## src/hw/rtl/ssa_pkg.sv

```systemverilog
// Package for the slab slot allocator: field widths, sizes, status and
// command codes, controller states and the file memory write request.
// Depends on nothing; every other file imports it.
package ssa_pkg;

  localparam int FILE_W         = 4;
  localparam int SLOT_W         = 6;
  localparam int COUNT_W        = 7;
  localparam int SLOTS_PER_FILE = 64;
  localparam int MAX_FILES      = 16;
  localparam int STACK_DEPTH    = 1024;
  localparam int STACK_AW       = 10;
  localparam int FCOUNT_W       = 11;
  localparam int CUR_W          = 5;

  localparam logic [CUR_W-1:0] NO_FILE = '1;

  localparam logic CMD_ALLOC = 1'b0;
  localparam logic CMD_FREE  = 1'b1;

  typedef enum logic [1:0] {
    ST_OK       = 2'd0,
    ST_NO_SPACE = 2'd1,
    ST_OVERFLOW = 2'd2
  } status_t;

  typedef enum logic [1:0] {
    S_IDLE,
    S_POP,
    S_EXEC
  } state_t;

  typedef struct packed {
    logic                      en;
    logic [FILE_W-1:0]         addr;
    logic [COUNT_W-1:0]        count;
    logic [SLOTS_PER_FILE-1:0] map;
  } file_wr_t;

endpackage

```

## src/hw/rtl/ssa_file_mem.sv

```systemverilog
// Per-file state memory: used-slot count and occupancy bitmap per file.
// Synchronous, registered read; a valid bit per entry makes
// never-written entries read as zero. Depends on ssa_pkg.
module ssa_file_mem (
  input  logic                              clk,
  input  logic                              rst_n,
  input  logic                              rd_en,
  input  logic [ssa_pkg::FILE_W-1:0]        rd_addr,
  input  ssa_pkg::file_wr_t                 wr,
  output logic [ssa_pkg::COUNT_W-1:0]       rd_count,
  output logic [ssa_pkg::SLOTS_PER_FILE-1:0] rd_map
);
  import ssa_pkg::*;

  localparam int DW = COUNT_W + SLOTS_PER_FILE;

  logic [DW-1:0]        mem [MAX_FILES];
  logic [MAX_FILES-1:0] vld_r;
  logic [DW-1:0]        rd_data_r;
  logic                 rd_vld_r;

  always_ff @(posedge clk) begin
    if (wr.en) begin
      mem[wr.addr] <= {wr.count, wr.map};
    end
    if (rd_en) begin
      rd_data_r <= mem[rd_addr];
    end
  end

  always_ff @(posedge clk) begin
    if (!rst_n) begin
      vld_r    <= '0;
      rd_vld_r <= 1'b0;
    end else begin
      if (wr.en) begin
        vld_r[wr.addr] <= 1'b1;
      end
      if (rd_en) begin
        rd_vld_r <= vld_r[rd_addr];
      end
    end
  end

  assign rd_count = rd_vld_r ? rd_data_r[DW-1:SLOTS_PER_FILE] : '0;
  assign rd_map   = rd_vld_r ? rd_data_r[SLOTS_PER_FILE-1:0] : '0;

endmodule

```

## config.mk

```make
export PLATFORM = sky130hd
export DESIGN_NAME = ssa_file_mem
export DESIGN_NICKNAME = d
export VERILOG_FILES = /design/src/hw/rtl/ssa_pkg.sv /design/src/hw/rtl/ssa_file_mem.sv
export SDC_FILE = /design/constraint.sdc
export NUM_CORES = 1
export LEC_CHECK = 0
export BUFFER_PORTS_ARGS = -buffer_cell sky130_fd_sc_hd__buf_2
export CELL_PAD_IN_SITES_DETAIL_PLACEMENT = 2
export CELL_PAD_IN_SITES_GLOBAL_PLACEMENT = 2
export CORE_MARGIN = 1.5
export CORE_UTILIZATION = 25
export DETAILED_ROUTE_END_ITERATION = 16
export GPL_TIMING_DRIVEN = 0
export PLACE_DENSITY_LB_ADDON = 0.1
export SYNTH_ARGS = -nofsm -noshare
export SYNTH_HDL_FRONTEND = slang
export SYNTH_SLANG_ARGS = --single-unit
```

## constraint.sdc

```tcl
create_clock -name clk -period 8.4 [get_ports clk]
set_input_delay 0.42 -clock clk [delete_from_list [all_inputs] [get_ports clk]]
set_output_delay 0.42 -clock clk [all_outputs]
set_load 0.005 [all_outputs]
```

# Yosys cells after proc, flatten, opt, wreduce, memory -nomap -nowiden
# Memories as Yosys holds them, arrays and structs flattened. A register that Yosys moved wholly into a read port is not among the register bits.
# Cells that the tools add are included.
[op_classes]
n_bitwise = 1
n_lt_le_gt_ge = 3
muxes = 8
n_reduce_logical = 1
[ops]
columns = ["operator", "count"]
rows = [
  ["$mux W64", 1],
  ["$or A16 B16 Y16", 1],
  ["$lt A4 B5 Y1 const B", 2],
  ["$mux W7", 1],
  ["$bmux W1 S4", 1],
  ["$demux W1 S4", 1],
  ["$ge A4 B1 Y1 const B", 1],
  ["$mux W1", 4],
  ["$logic_and A1 B1 Y1", 1],
]
[word_totals]
input_bits = 83
register_bits = 17
word_cells = 16
mem_bits_rw = 1136
memories = 1
out_inout_bits = 71
[memory_table]
columns = ["memory", "depth", "word_bits", "read_ports", "rd_ports_with_merged_regs", "write_ports", "line", "rtl"]
rows = [
  ["mem", 16, 71, 1, 1, 1, "ssa_file_mem.sv:17", "logic [DW-1:0] mem [MAX_FILES];"],
]

# Logic depth before layout (Yosys ltp)
# Gate-level depths: netlist of the first run.
[logic_depth]
word_depth = 5
mapped_depth = 7
ltp_nobuf = 4

# Least setup slack after synthesis of the first run
# OpenSTA, ideal clock, no wires.
[synth_timing]
path_kind = "input to register"
startpoint = "input port wr[73] in the netlist's numbering"
endpoint = "memory mem[0][0] in the netlist's numbering (enable)"
setup_ns = 0.591
required_time_ns = 7.809
arrival_time_ns = 5.803
n_path_buf = 0
path_slack_ns = 2.006
stages = 2
path_cell_list = "or3b_2 -> nor3_1"
[synth_rtl]
columns = ["element", "line", "rtl"]
rows = [
  ["start: declaration", "ssa_file_mem.sv:9", "input ssa_pkg::file_wr_t wr,"],
  ["end: declaration", "ssa_file_mem.sv:17", ""],
]
# Straight into the memory's write port.

# Worst setup path in the final report of the first run
[layout_timing]
startpoint = "register rd_vld_r"
endpoint = "output port rd_map[17] in the netlist's numbering"
[layout_between]
elab_chain_len = 1
[layout_rtl]
columns = ["element", "line", "rtl"]
rows = [
  ["start: declaration", "ssa_file_mem.sv:20", "logic rd_vld_r;"],
  ["start signal: assignment", "ssa_file_mem.sv:40", "rd_vld_r <= vld_r[rd_addr];"],
  ["$mux W64", "ssa_file_mem.sv:46", "assign rd_map = rd_vld_r ? rd_data_r[SLOTS_PER_FILE-1:0] : '0;"],
  ["end: declaration", "ssa_file_mem.sv:11", "output logic [ssa_pkg::SLOTS_PER_FILE-1:0] rd_map"],
]
# No other way between the ends.

==> flow_metrics.env, run 1 <==
export IMPL_timing_final_crit_share_pct=44.0
export IMPL_path_buf_inv=2
export IMPL_critical_path_max_stage_delay_ns=1.14
export IMPL_ant_nets=0
export IMPL_grt_max_degree=42
export IMPL_rows=157
export IMPL_setup_viol=0
export IMPL_synth_area_mm2=0.0460
export IMPL_max_cap_viol_count=0
export IMPL_fin_skew_ns=0.0140
export IMPL_worst_ep_required_time_ns=7.98
export IMPL_synthCells=1796
export IMPL_cp_cell_sequence="clkbuf_1 > and2_1 > buf_2"
export IMPL_setup_ws_ns=4.71
export IMPL_drc_errors=0
export IMPL_drive_gt1_share_pct=35.6
export IMPL_cp_end_kind="output pin"
export IMPL_clkSinkCount=1224
export IMPL_hold_ws_ns=0.0814
export IMPL_area_growth_pct=23.2
export IMPL_dieArea_mm2=0.187
export IMPL_cp_top_family="flip-flops"
export IMPL_yosysSeqAreaShare_pct=79.5
export IMPL_grt_pass1_wl_um=192000
export IMPL_outcome="complete, no violations"
export IMPL_crit_path_top_delay_cell="dfxtp_1"
export IMPL_cts_buffers=143
export IMPL_post_cts_setup_buffers=0
export IMPL_grt_total_usage_pct=15.0
export IMPL_core_area_mm2=0.183
export IMPL_final_hold_viol_count=0
export IMPL_antenna_found_initial=14
export IMPL_place_worst_setup_slack_ns=4.71
export IMPL_clk_pin_slew_ns=0.06
export IMPL_wl_per_cell_um=28.5
export IMPL_critPathLaunch="rd_vld_r"
export IMPL_min_path_type="input pin to register"
export IMPL_worst_pin_slew_ns=1.24
export IMPL_fmax_mhz=271
export IMPL_fin_nets=2348
export IMPL_p_leak_uw=0.0179
export IMPL_root_buffer="clkbuf_16"
export IMPL_io_buffers=149
export IMPL_ys_warnings_count=0
export IMPL_arrival_ns=3.27
export IMPL_hpwl_um=89600
export IMPL_die_x_um=432
export IMPL_power_density_mw_per_mm2=237
export IMPL_h_tree_depth=4
export IMPL_rsz0062_at_grt="no"
export IMPL_drt_total_wl_um=138000
export IMPL_syn_avg_cell_area_um2=25.6
export IMPL_yosysUniqueCellTypes=24
export IMPL_clkLatencyLatePin_ns=0.77
export IMPL_first_pass_iters=7
export IMPL_routed_via_density=4.32
export IMPL_overflow=0
export IMPL_cp_max_fo=10
export IMPL_ys_seq_elements=1224
export IMPL_drtIter0Drc=1427
export IMPL_slew_viol_final=0
export IMPL_vias=20900
export IMPL_crit_path_start_kind="register"
export IMPL_grt_pass1_vias=24000
export IMPL_die_h_um=432
export IMPL_synth_net_count=1879
export IMPL_critical_path_class="register to output pin"
export IMPL_start_util_pct=25.1
export IMPL_clock_path_buffers=3
export IMPL_hp_start="rst_n"
export IMPL_place_congestion=0.663
export IMPL_tns_ns=0
export IMPL_ioPinCount=154
export IMPL_cts_tree="done"
export IMPL_slew_headroom_pct=17.2
export IMPL_period_minus_slack_ns=3.69
export IMPL_timing_rr_start="mem[14][61]"
export IMPL_ir_worst_vdd_mv=0.157
==> cell families after synthesis <==
group | Yosys count | share of synthesized area [%]
muxes | 361 | 17.6
buffers and inverters | 91 | 1.25
and+or+nand+nor | 100 | 1.27
DFF | 1224 | 79.5
AOI/OAI and AO/OA | 20 | 0.335
==> path summary, 6_finish.rpt <==
path / endpoint / slack, ns / cells after the start
setup / recovery: rd_map[17] / 4.71 / 3
hold / removal: vld_r[0] / 0.08 / 2
setup reg to reg: rd_data_r[61] / 6.72 / 2
hold reg to reg: vld_r[12] / 0.46 / 1
==> what timing repair did <==
| item | 4_1_cts | 5_1_grt |
|---|---|---|
| hold buffers | 71 | 0 |
| gates resized for setup | 0 | 0 |
| endpoints found under the hold margin | 1136 | 0 |
==> cell type report <==
type,instances,area (um2)
flip-flops and latches,1224,36600
plain buffers,90,572
repair buffers,324,3160
diodes,5,12.5
inverters,1,3.75
clock buffers,181,3850
fillers,18000,126000
multi-input cells,481,8950
well taps,2464,3080
clock inverters,74,464
==> Yosys cell counts <==
library cell	instances	area, um2
buf_6	27	304
nor3_1	4	20.0
nand3b_1	3	22.5
mux4_2	352	7930
a221oi_1	2	17.5
buf_8	1	15.0
mux2i_1	4	40.0
o211ai_1	1	7.51
clkbuf_1	41	154
nor2b_1	1	6.26
nand3_1	2	10.0
mux4_1	5	131
or3b_2	1	8.76
buf_2	14	70.1
edfxtp_1	1207	36200
nand2_1	2	7.51
nor2_1	14	52.6
dfxtp_1	17	340
inv_1	1	3.75
o21a_1	16	120
nand2b_1	2	12.5
buf_1	7	26.3
and2_1	71	444
a32oi_1	1	8.76
==> power by group <==
group | switching [uW] | internal (uW) | total, uW
logic | 400 | 312 | 712
clock network | 2430 | 3370 | 5800
registers | 40.5 | 6870 | 6910
total | 2870 | 10600 | 13400
==> state kept, by name (all words and copies together) (netlist names) <==
signal and count:
mem 1136, vld_r 16, rd_vld_r 1, rd_data_r 71
==> placed cells by master (no fill, tap or decap), drive strengths merged, types with 3 or more instances in the layout <==
| cell type | n |
|---|---|
| buf | 302 |
| clkinv | 63 |
| nor3 | 4 |
| edfxtp | 1207 |
| o21a | 16 |
| and2 | 71 |
| mux2i | 4 |
| clkbuf | 222 |
| nand3b | 3 |
| mux4 | 357 |
| inv | 7 |
| dfxtp | 17 |
| diode | 5 |
| bufinv | 5 |
| nor2 | 14 |
| dlygate4sd3 | 71 |
==> metrics by stage <==
step	instances	util, %	total power [uW]	instance area, um2
2_1_floorplan	1796	-	7390	46000
3_3_place_gp	4409	27.2	7720	49800
3_5_place_dp	4513	28.2	7760	51600
4_1_cts	4839	31.0	13700	56700
5_1_grt	4842	31.0	13900	56700
6_report	4844	31.0	13400	56700
==> routing by layer <==
layer | routed length, um | global-route usage (%) | part of all wire [%]
met5 | 69 | 0 | 0.050
met4 | 2670 | 4.00 | 1.9
met3 | 3820 | 2.49 | 2.8
met2 | 74400 | 27.3 | 54
met1 | 57300 | 18.3 | 41
No activity file was read; power rests on OpenSTA's default activity.
==> run 2, diff against run 1 <==
==> constraint.sdc (replaced) <==
create_clock -name clk -period 3.6 [get_ports clk]
set_input_delay 0.18 -clock clk [delete_from_list [all_inputs] [get_ports clk]]
set_output_delay 0.18 -clock clk [all_outputs]
set_load 0.005 [all_outputs]
==> run 2 against run 1 <==
Net effect:
- first-iteration DRC count fell by 2.3%
- clock-buffer cell count is 4 higher
- global-route usage about the same
- non-clock buffer count fell by 13
- worst hold slack gained 0.093 ns
- critical path type unchanged
- highest routed layer unchanged
==> flow_metrics.env, run 2 (synthesis gave the netlist of run 1 again) <==
export IMPL_clkLatencyLatePin_ns=0.77
export IMPL_worst_ep_required_time_ns=3.42
export IMPL_drc_errors=0
export IMPL_timing_final_crit_share_pct=89.7
export IMPL_slew_headroom_pct=20.3
export IMPL_clock_path_buffers=3
export IMPL_clk_pin_slew_ns=0.06
export IMPL_power_uw=31400
export IMPL_cp_end_kind="output pin"
export IMPL_final_common_cell="edfxtp_1"
export IMPL_h_tree_depth=4
export IMPL_cp_max_fo=10
export IMPL_die_x_um=432
export IMPL_post_cts_setup_buffers=0
export IMPL_die_h_um=432
export IMPL_min_path_type="input pin to register"
export IMPL_io_buffers=149
export IMPL_wl_per_cell_um=28.6
export IMPL_vias=20900
export IMPL_multi_input_comb_area_mm2=0.00897
export IMPL_clkSinkCount=1224
export IMPL_p_seq_share_pct=51.4
export IMPL_drt_total_wl_um=138000
export IMPL_max_cap_viol_count=0
export IMPL_grt_max_degree=42
export IMPL_rsz0062_at_grt="no"
export IMPL_ioPinCount=154
export IMPL_largest_register="mem"
export IMPL_overflow=0
export IMPL_power_frac_comb_pct=5.3
export IMPL_instances_no_fill=4822
export IMPL_crit_path_start_kind="register"
export IMPL_internal_power_uw=24600
export IMPL_dieArea_mm2=0.187
export IMPL_place_congestion=0.671
export IMPL_ant_nets=0
export IMPL_root_buffer="clkbuf_16"
export IMPL_seqCellArea_mm2=0.0366
export IMPL_rows=157
export IMPL_grt_pass1_vias=23900
export IMPL_cts_resized=0
export IMPL_slew_viol_final=0
export IMPL_grt_total_usage_pct=15.0
export IMPL_core_area_mm2=0.183
export IMPL_fin_skew_ns=0.0217
export IMPL_period_minus_slack_ns=3.23
export IMPL_mostFrequentLayoutCells="edfxtp_1, mux4_2, buf_2"
export IMPL_largest_register_ffs=1136
export IMPL_first_pass_iters=5
export IMPL_p_leak_uw=0.0179
export IMPL_fin_nets=2333
export IMPL_drive_gt1_share_pct=35.2
export IMPL_hpwl_um=88900
export IMPL_r2r_slack_ns=1.94
export IMPL_setup_viol=0
export IMPL_critical_path_class="register to output pin"
export IMPL_p_sw_uw=6740
export IMPL_arrival_ns=3.05
export IMPL_drtIter0Drc=1394
export IMPL_worst_pin_slew_ns=1.20
export IMPL_grt_pass1_wl_um=192000
export IMPL_place_inst=4494
export IMPL_fmax_mhz=310
export IMPL_switching_share_pct=21.5
export IMPL_ir_worst_vdd_mv=0.372
export IMPL_cts_tree="done"
export IMPL_power_density_mw_per_mm2=551
export IMPL_clock_power_share_pct=43.2
export IMPL_outcome="complete, no violations"
export IMPL_area_growth_pct=23.7
export IMPL_reg_top3="mem (1136), rd_data_r (71), vld_r (16)"
export IMPL_start_util_pct=25.1
export IMPL_routed_via_density=4.34
export IMPL_tns_ns=0
export IMPL_cts_buffers=141
export IMPL_final_hold_viol_count=0
export IMPL_antenna_found_initial=14
export IMPL_num_fill_cells=18000
==> run 2: path summary, 6_finish.rpt <==
check,startpoint,cells past startpoint,endpoint
max reg2reg,mem[6][57],2,rd_data_r[57]
min reg2reg,vld_r[0],1,vld_r[0]
min,wr[73],3,mem[0][9]
max,rd_vld_r,3,rd_map[18]
==> run 2: area by class of cell <==
type | instances | share of cell area [%]
Multi-Input combinational cell | 481 | 15.8
Tap cell | 2464 | 5.42
Clock inverter | 64 | 0.726
Sequential cell | 1224 | 64.3
Clock buffer | 185 | 6.83
Inverter | 1 | 0.00660
Timing Repair Buffer | 311 | 5.91
Antenna cell | 2 | 0.00880
Buffer | 90 | 1.00
==> run 2: critical path, cell delays in order (launching register included) <==
cell and delay [ns]:
dfxtp_2 0.87, clkbuf_1 0.77, and2_1 0.43, buf_2 0.18
==> run 2: repair_timing <==
| action | 4_1_cts | 5_1_grt |
|---|---|---|
| endpoints found under the hold margin | 1184 | 0 |
| hold buffers | 77 | 0 |
| endpoints found under the setup margin | 0 | 0 |
==> run 2: power groups by stage <==
stage | clock network [uW] | registers (uW) | logic [uW]
final | 13600 | 16100 | 1670
after global routing | 14500 | 16200 | 1810
after CTS | 14100 | 16100 | 1750
after detailed placement | 0 | 16400 | 1670
after global placement | 0 | 16500 | 1530
after floorplan | 0 | 16400 | 839
==> run 2: per-stage QoR <==
step | instance area, um2 | setup WS [ns] | hold WS [ns] | util, %
2_1_floorplan | 46100 | -0.610 | 0.279 | -
3_3_place_gp | 49900 | -6.71 | 0.442 | 27.3
3_5_place_dp | 51800 | 0.309 | 0.457 | 28.3
4_1_cts | 56900 | 0.129 | 0.0862 | 31.1
5_1_grt | 56900 | 0.231 | 0.133 | 31.1
6_report | 56900 | 0.372 | 0.174 | 31.1
==> run 2: metal layers <==
metal	wire, um	GRT usage [%]
met5	59	0
met4	2860	4.09
met3	4510	2.56
met2	75000	27.7
met1	55300	17.8
